File: config.mk
export PLATFORM = sky130hd
export DESIGN_NAME = rc_pulse_switch_debouncer_top
export DESIGN_NICKNAME = d
export VERILOG_FILES = /design/src/rtl/rcpsd_pkg.sv /design/src/rtl/rc_pulse_switch_debouncer_top.sv
export SDC_FILE = /design/constraint.sdc
export NUM_CORES = 1
export LEC_CHECK = 0
export ABC_AREA = 1
export BUFFER_PORTS_ARGS = -buffer_cell sky130_fd_sc_hd__buf_2
export CELL_PAD_IN_SITES_DETAIL_PLACEMENT = 0
export CELL_PAD_IN_SITES_GLOBAL_PLACEMENT = 1
export CORE_MARGIN = 2
export CORE_UTILIZATION = 41
export CTS_CLUSTER_DIAMETER = 80
export DETAILED_ROUTE_END_ITERATION = 6
export PLACE_DENSITY_LB_ADDON = 0.1
export SYNTH_ARGS = -nofsm -noshare
export SYNTH_HDL_FRONTEND = slang
export SYNTH_SLANG_ARGS = --single-unit
File: constraint.sdc
create_clock -name clk -period 3.25 [get_ports clk]
set_clock_uncertainty 0.05 [all_clocks]
set_input_delay 0.65 -clock clk [delete_from_list [all_inputs] [get_ports clk]]
set_output_delay 0.65 -clock clk [all_outputs]
set_load 0.1 [all_outputs]
File: src/rtl/rcpsd_pkg.sv
// Package for the RC pulse switch debouncer.
// Holds the event codes, the register map and the widths shared by the top level and its checker.
// No dependencies.
package rcpsd_pkg;

  // Field widths
  localparam int unsigned WIDTH_W = 16;
  localparam int unsigned HOLD_W  = 8;
  localparam int unsigned EVENT_W = 2;
  localparam int unsigned ADDR_W  = 4;
  localparam int unsigned DATA_W  = 32;

  // Switch event codes
  typedef logic [EVENT_W-1:0] sw_event_t;
  localparam sw_event_t EV_NONE = 2'd0;
  localparam sw_event_t EV_RISE = 2'd1;
  localparam sw_event_t EV_FALL = 2'd2;

  // Register indexes (byte address is 4 * index)
  typedef logic [1:0] reg_idx_t;
  localparam reg_idx_t REG_BAND_LOW  = 2'd0;
  localparam reg_idx_t REG_BAND_HIGH = 2'd1;
  localparam reg_idx_t REG_THRESHOLD = 2'd2;
  localparam reg_idx_t REG_HOLD      = 2'd3;

  // Register reset values
  localparam logic [WIDTH_W-1:0] BAND_LOW_RST  = 16'd0;
  localparam logic [WIDTH_W-1:0] BAND_HIGH_RST = 16'd65535;
  localparam logic [WIDTH_W-1:0] THRESHOLD_RST = 16'd1500;
  localparam logic [HOLD_W-1:0]  HOLD_RST      = 8'd1;

endpackage

File: src/rtl/rc_pulse_switch_debouncer_top.sv
// Top level of the RC pulse switch debouncer.
// Holds the input register, the debounce logic, the result register and the register port.
// Depends on rcpsd_pkg.

// Debounces a two-position switch carried on a radio-control pulse channel.
// Each input beat is one frame (edge-seen flag and pulse width in us). Each
// frame gives exactly one result beat with a switch event: none, rise or fall.
// A frame is latched in an input register. When the result register can take it,
// one pass of compare and counter logic updates the debounce state and loads the
// result register. A new frame may be accepted every cycle while the result side
// does not stall, and the rate is then one frame per cycle. The user must write
// registers over the APB port only while no frame is in flight; the block itself
// does not enforce this.
module rc_pulse_switch_debouncer_top (
  input  logic                          clk,
  input  logic                          rst_n,
  // Input channel
  input  logic                          in_valid,
  output logic                          in_stall,
  input  logic                          in_edge_present,
  input  logic [rcpsd_pkg::WIDTH_W-1:0] in_pulse_width,
  // Result channel
  output logic                          out_valid,
  input  logic                          out_stall,
  output logic [rcpsd_pkg::EVENT_W-1:0] out_switch_event,
  // Register port
  input  logic                          psel,
  input  logic                          penable,
  input  logic                          pwrite,
  input  logic [rcpsd_pkg::ADDR_W-1:0]  paddr,
  input  logic [rcpsd_pkg::DATA_W-1:0]  pwdata,
  output logic [rcpsd_pkg::DATA_W-1:0]  prdata,
  output logic                          pready
);

  // Configuration registers
  logic [rcpsd_pkg::WIDTH_W-1:0] band_low_r;
  logic [rcpsd_pkg::WIDTH_W-1:0] band_high_r;
  logic [rcpsd_pkg::WIDTH_W-1:0] threshold_r;
  logic [rcpsd_pkg::HOLD_W-1:0]  hold_r;

  // Input stage
  logic                          s1_valid_r;
  logic                          s1_edge_r;
  logic [rcpsd_pkg::WIDTH_W-1:0] s1_width_r;

  // Debounce state
  logic                          accepted_high_r, accepted_high_nxt;
  logic                          candidate_r, candidate_nxt;
  logic [rcpsd_pkg::HOLD_W-1:0]  run_count_r, run_count_nxt;
  logic                          seeded_r, seeded_nxt;

  // Result stage
  logic                          out_valid_r;
  rcpsd_pkg::sw_event_t          out_event_r, event_nxt;

  logic                          s2_ready;
  logic                          s1_advance;
  logic                          in_take;
  logic                          cfg_write;
  rcpsd_pkg::reg_idx_t           reg_idx;

  logic                          reading_ok;
  logic                          level;
  logic [rcpsd_pkg::HOLD_W-1:0]  need;

  // Handshake
  assign s2_ready   = !out_valid_r || !out_stall;
  assign s1_advance = s1_valid_r && s2_ready;
  assign in_stall   = s1_valid_r && !s2_ready;
  assign in_take    = in_valid && !in_stall;

  assign out_valid        = out_valid_r;
  assign out_switch_event = out_event_r;

  // Register port decode
  assign pready    = 1'b1;
  assign reg_idx   = paddr[3:2];
  assign cfg_write = psel && penable && pwrite && pready;

  // Read back
  always_comb begin
    prdata = '0;
    case (reg_idx)
      rcpsd_pkg::REG_BAND_LOW:  prdata = {16'd0, band_low_r};
      rcpsd_pkg::REG_BAND_HIGH: prdata = {16'd0, band_high_r};
      rcpsd_pkg::REG_THRESHOLD: prdata = {16'd0, threshold_r};
      rcpsd_pkg::REG_HOLD:      prdata = {24'd0, hold_r};
      default:                  prdata = '0;
    endcase
  end

  // Write configuration registers
  always_ff @(posedge clk) begin
    if (!rst_n) begin
      band_low_r  <= rcpsd_pkg::BAND_LOW_RST;
      band_high_r <= rcpsd_pkg::BAND_HIGH_RST;
      threshold_r <= rcpsd_pkg::THRESHOLD_RST;
      hold_r      <= rcpsd_pkg::HOLD_RST;
    end else if (cfg_write) begin
      case (reg_idx)
        rcpsd_pkg::REG_BAND_LOW:  band_low_r  <= pwdata[15:0];
        rcpsd_pkg::REG_BAND_HIGH: band_high_r <= pwdata[15:0];
        rcpsd_pkg::REG_THRESHOLD: threshold_r <= pwdata[15:0];
        rcpsd_pkg::REG_HOLD:      hold_r      <= pwdata[7:0];
        default: ;
      endcase
    end
  end

  // Latch the incoming frame
  always_ff @(posedge clk) begin
    if (!rst_n) begin
      s1_valid_r <= 1'b0;
    end else if (in_take) begin
      s1_valid_r <= 1'b1;
    end else if (s1_advance) begin
      s1_valid_r <= 1'b0;
    end
  end

  always_ff @(posedge clk) begin
    if (in_take) begin
      s1_edge_r  <= in_edge_present;
      s1_width_r <= in_pulse_width;
    end
  end

  // Debounce pass: band check, level, run counter and event
  always_comb begin
    reading_ok = s1_edge_r && (s1_width_r >= band_low_r) && (s1_width_r <= band_high_r);
    level      = s1_width_r >= threshold_r;
    need       = (hold_r == '0) ? {{(rcpsd_pkg::HOLD_W-1){1'b0}}, 1'b1} : hold_r;

    accepted_high_nxt = accepted_high_r;
    candidate_nxt     = candidate_r;
    run_count_nxt     = run_count_r;
    seeded_nxt        = seeded_r;
    event_nxt         = rcpsd_pkg::EV_NONE;

    if (!reading_ok) begin
      // No reading: fall back to the accepted level
      candidate_nxt = accepted_high_r;
      run_count_nxt = '0;
    end else begin
      if (level != candidate_r) begin
        candidate_nxt = level;
        run_count_nxt = {{(rcpsd_pkg::HOLD_W-1){1'b0}}, 1'b1};
      end else if (run_count_r < need) begin
        run_count_nxt = run_count_r + 1'b1;
      end

      if (run_count_nxt >= need) begin
        if (!seeded_r) begin
          // First stable level only seeds the baseline
          seeded_nxt        = 1'b1;
          accepted_high_nxt = level;
        end else if (level != accepted_high_r) begin
          accepted_high_nxt = level;
          event_nxt         = level ? rcpsd_pkg::EV_RISE : rcpsd_pkg::EV_FALL;
        end
      end
    end
  end

  // Advance state as the frame moves to the result register
  always_ff @(posedge clk) begin
    if (!rst_n) begin
      accepted_high_r <= 1'b0;
      candidate_r     <= 1'b0;
      run_count_r     <= '0;
      seeded_r        <= 1'b0;
    end else if (s1_advance) begin
      accepted_high_r <= accepted_high_nxt;
      candidate_r     <= candidate_nxt;
      run_count_r     <= run_count_nxt;
      seeded_r        <= seeded_nxt;
    end
  end

  // Result register
  always_ff @(posedge clk) begin
    if (!rst_n) begin
      out_valid_r <= 1'b0;
    end else if (s2_ready) begin
      out_valid_r <= s1_valid_r;
    end
  end

  always_ff @(posedge clk) begin
    if (s1_advance) begin
      out_event_r <= event_nxt;
    end
  end

endmodule

==> results.md <==
* Cell variety after synth at 35
* Max-Slew Margin vs Limit at 0.4253
* Crit Reg-Reg Endpoint: out_switch_event[1]
* Pre-CTS setup slack at -0.04759 ns
* Fin Setup TNS at 0 ns
* Clk_lat worst skew at 0.35 ns
* FF-to-FF Start: s1_width_r[15]
* CTS max path bufs at 2
* Hold endpoint: s1_width_r[9]
* Drt drc at 0
* Critical Path AT at 3.24 ns
* Synth Register Bits at 88
* Flop pwr share at 0.424
* Initial core utilization at 0.4202
* Pint at 0.001878 W
* Primary FF master, synth: dfxtp_1
* CTS tree: yes
* Number of vias in the routed layout at 4681
* Worst-path clk slew at 0.06 ns
* Commonest non-fill, non-tap cell in the layout: nand2_1
* F_max at 320.0 MHz
* Yosys top cell area share at 0.2595
* Vias in the first global route at 4420
* Unrepaired setup endpoints after global routing: true
* Mapped Area at 5324 µm²
* Post-synth ARST share at 0
* Site Rows at 41
* CP delay by family, top: simple AND/OR/NAND/NOR gates
* Critical Path Source Type: register
* Clock Root Buffer: clkbuf_16
* Max cap viols at 0
* ANT nets after route at 0
* Hold Vio Cnt, Final at 0
* Static leakage at 3.064 nW
* CP max stage delay at 0.48 ns
* DP HPWL at 10470 µm
* # port buffers at 61
* NetSw at 0.0008904 W
* Most frequent cells in the layout: nand2_1, inv_1, a21oi_1
* Ranking of synthesized cells by area: dfxtp_1, ha_1, edfxtp_1
* Final WS setup at 0.1254 ns
* Fillers at 1258
* Cell count of the worst hold path at 1
* Initial DRC Count at 210
* Core box area at 12670 µm²
* Comb pwr share at 0.228
* WL per Instance at 15.20 µm
* Tcrit/Tclk final at 0.9614
* Placer Congestion at 0.8287
* Worst path buffer plus inverter count at 2
* Vias per cell at 4.964
* GRT Util Overall at 0.2077
* Critical-path top delay cell: edfxtp_1
* Area grow syn2layout at 21.95%
* # diodes at 0
* Fin cells at 943
* HP Start: in_pulse_width[9]
* Gr ovfl total at 0
* Nets at 890
* Fin. max-slew vios at 0
* HP Class: in -> reg
* Die area at 13910 µm²
* Post-placement cell count at 921
* Switch share at 0.3216
* Syn avg cell area at 7.671 µm²
* Critical Path RT at 3.37 ns
* Die extent in x at 118.0 µm
* CP cell instances: ha_4, nand2_1, o21ai_0, a21oi_2, buf_4, nand4_1, buf_4, nand2_8, and3_1, ha_1, nand2_1, nor2_2, nand3_1, o2111ai_2, nand3_1, nor4_1
* Critical Path Fanout Max at 7
* First-pass GRT wire length at 22630 µm
* Post-synth EDFFs at 19
* Cts hold-fix bufs at 0
* Share of layout cells above drive strength 1 at 0.1647
* H-tree levels at 3
* Ys Warns at 0
* Post-synthesis sequential area ratio at 0.3666
* Initial antenna violation count at 0
* Final Setup Violations at 0
* Total power at 0.002768 W
* Syn Inst Count at 694
* Largest net degree at the start of global routing at 32
* Worst setup EP type: register
* Io pins at 97
* Worst slew pin tran at 0.8611 ns
* Inserted Clock Buffers at 9
* Critical path class: reg -> reg
* Die height at 118.0 µm
* Drt pass-1 iters at 4
* Fin crit period at 3.125 ns
* FF-to-FF setup slack at 0.13 ns
* Power Density at 426.4 nW/µm²
* Status: finished clean
* Clk pwr share at 0.348
* Worst reg-to-reg path cell count at 16
* Leading area contributor after synthesis: dfxtp_1
* Peak supply drop at 0.3575 mV
* Total detailed-routing wirelength at 14330 µm
* Sink Count at 88
-- stage by stage --
stage	util	area [µm²]	hold WS, ns
after floorplan	-	5383	0.3802
after CTS	0.5000	6336	0.4122
after global routing	0.5124	6492	0.4140
final	0.5124	6492	0.4225
after global placement	0.4774	6050	0.3933
after detailed placement	0.4774	6050	0.4072
-- worst reg2reg max path, cell delays in order (launching register included) --
cell and delay (ns):
edfxtp_1 0.48, ha_4 0.32, nand2_1 0.10, o21ai_0 0.23, a21oi_2 0.07, buf_4 0.15, nand4_1 0.08, buf_4 0.17
nand2_8 0.08, and3_1 0.19, ha_1 0.29, nand2_1 0.10, nor2_2 0.13, nand3_1 0.09, o2111ai_2 0.12, nand3_1 0.13
nor4_1 0.17
-- worst max path at each step --
stage / start / to / slack (ns) / depth (start not counted)
5_1_grt: s1_width_r[10] / out_switch_event[1] / -0.05 / 17
2_1_floorplan: paddr[3] / prdata[1] / -0.62 / 4
4_1_cts: s1_width_r[9] / out_switch_event[1] / 0.02 / 18
3_5_place_dp: s1_width_r[9] / out_switch_event[1] / -0.05 / 18
3_3_place_gp: s1_width_r[9] / out_switch_event[1] / -0.01 / 18
6_report: s1_width_r[15] / out_switch_event[1] / 0.13 / 16
-- cell type report --
class | count | area, µm² | area share
repair buffers | 83 | 710.7 | 0.1095
well taps | 172 | 215.2 | 0.03315
flip-flops and latches | 88 | 1952 | 0.3006
inverters | 109 | 409.1 | 0.06302
clock buffers | 15 | 257.7 | 0.03970
multi-input cells | 475 | 2943 | 0.4533
clock inverters | 1 | 5.005 | 0.0007709
-- per-layer routing --
metal | up-vias | global-route usage | part of all wire
li1 | 2440 | - | -
met1 | 2112 | 0.2774 | 0.48
met2 | 113 | 0.3314 | 0.45
met3 | 16 | 0.03634 | 0.045
met4 | 0 | 0.08660 | 0.022
met5 | - | 0 | 0
-- cell usage after synthesis, drive strengths merged, types with 7 or more instances --
| cell type | instances |
|---|---|
| a21oi | 73 |
| nand2 | 144 |
| nand3 | 21 |
| and3 | 7 |
| edfxtp | 19 |
| buf | 22 |
| nand4 | 10 |
| inv | 108 |
| dfxtp | 69 |
| clkbuf | 16 |
| o221ai | 8 |
| o211ai | 23 |
| ha | 64 |
| nor2 | 35 |
| o21ai | 53 |
-- state kept, by name, indices dropped and copies added (netlist names), 2 cells and up --
name	cells
band_low_r	16
hold_r	8
band_high_r	16
threshold_r	16
out_switch_event	2
s1_width_r	16
run_count_r	8
-- cells by family (layout without fill, tap and decap cells) --
| group | after synthesis | count (layout) | share of synthesized area |
|---|---|---|---|
| and+or+nand+nor | 226 | 227 | 0.1838 |
| AOI/OAI and AO/OA | 167 | 167 | 0.1793 |
| buffers and inverters | 147 | 208 | 0.1184 |
| DFF | 88 | 88 | 0.3666 |
| adders and majority gates | 64 | 64 | 0.1504 |
| other | 2 | 17 | 0.001411 |
-- power by group through the flow --
stage                     registers, W  logic, W  clock network, W
final                          0.00117  0.000630          0.000965
after global routing           0.00118  0.000678           0.00104
after CTS                      0.00117  0.000607          0.000990
after detailed placement       0.00120  0.000602                 0
after global placement         0.00120  0.000596                 0
after floorplan                0.00120  0.000417                 0
-- what timing repair did --
action                                 4_1_cts  5_1_grt
pin swaps                                    0        4
setup buffers                                1        4
cloned                                       0        1
endpoints found under the hold margin        0        0
resized for setup                            3       19
setup endpoints to repair                    3        4
No activity file was read; power rests on OpenSTA's default activity.
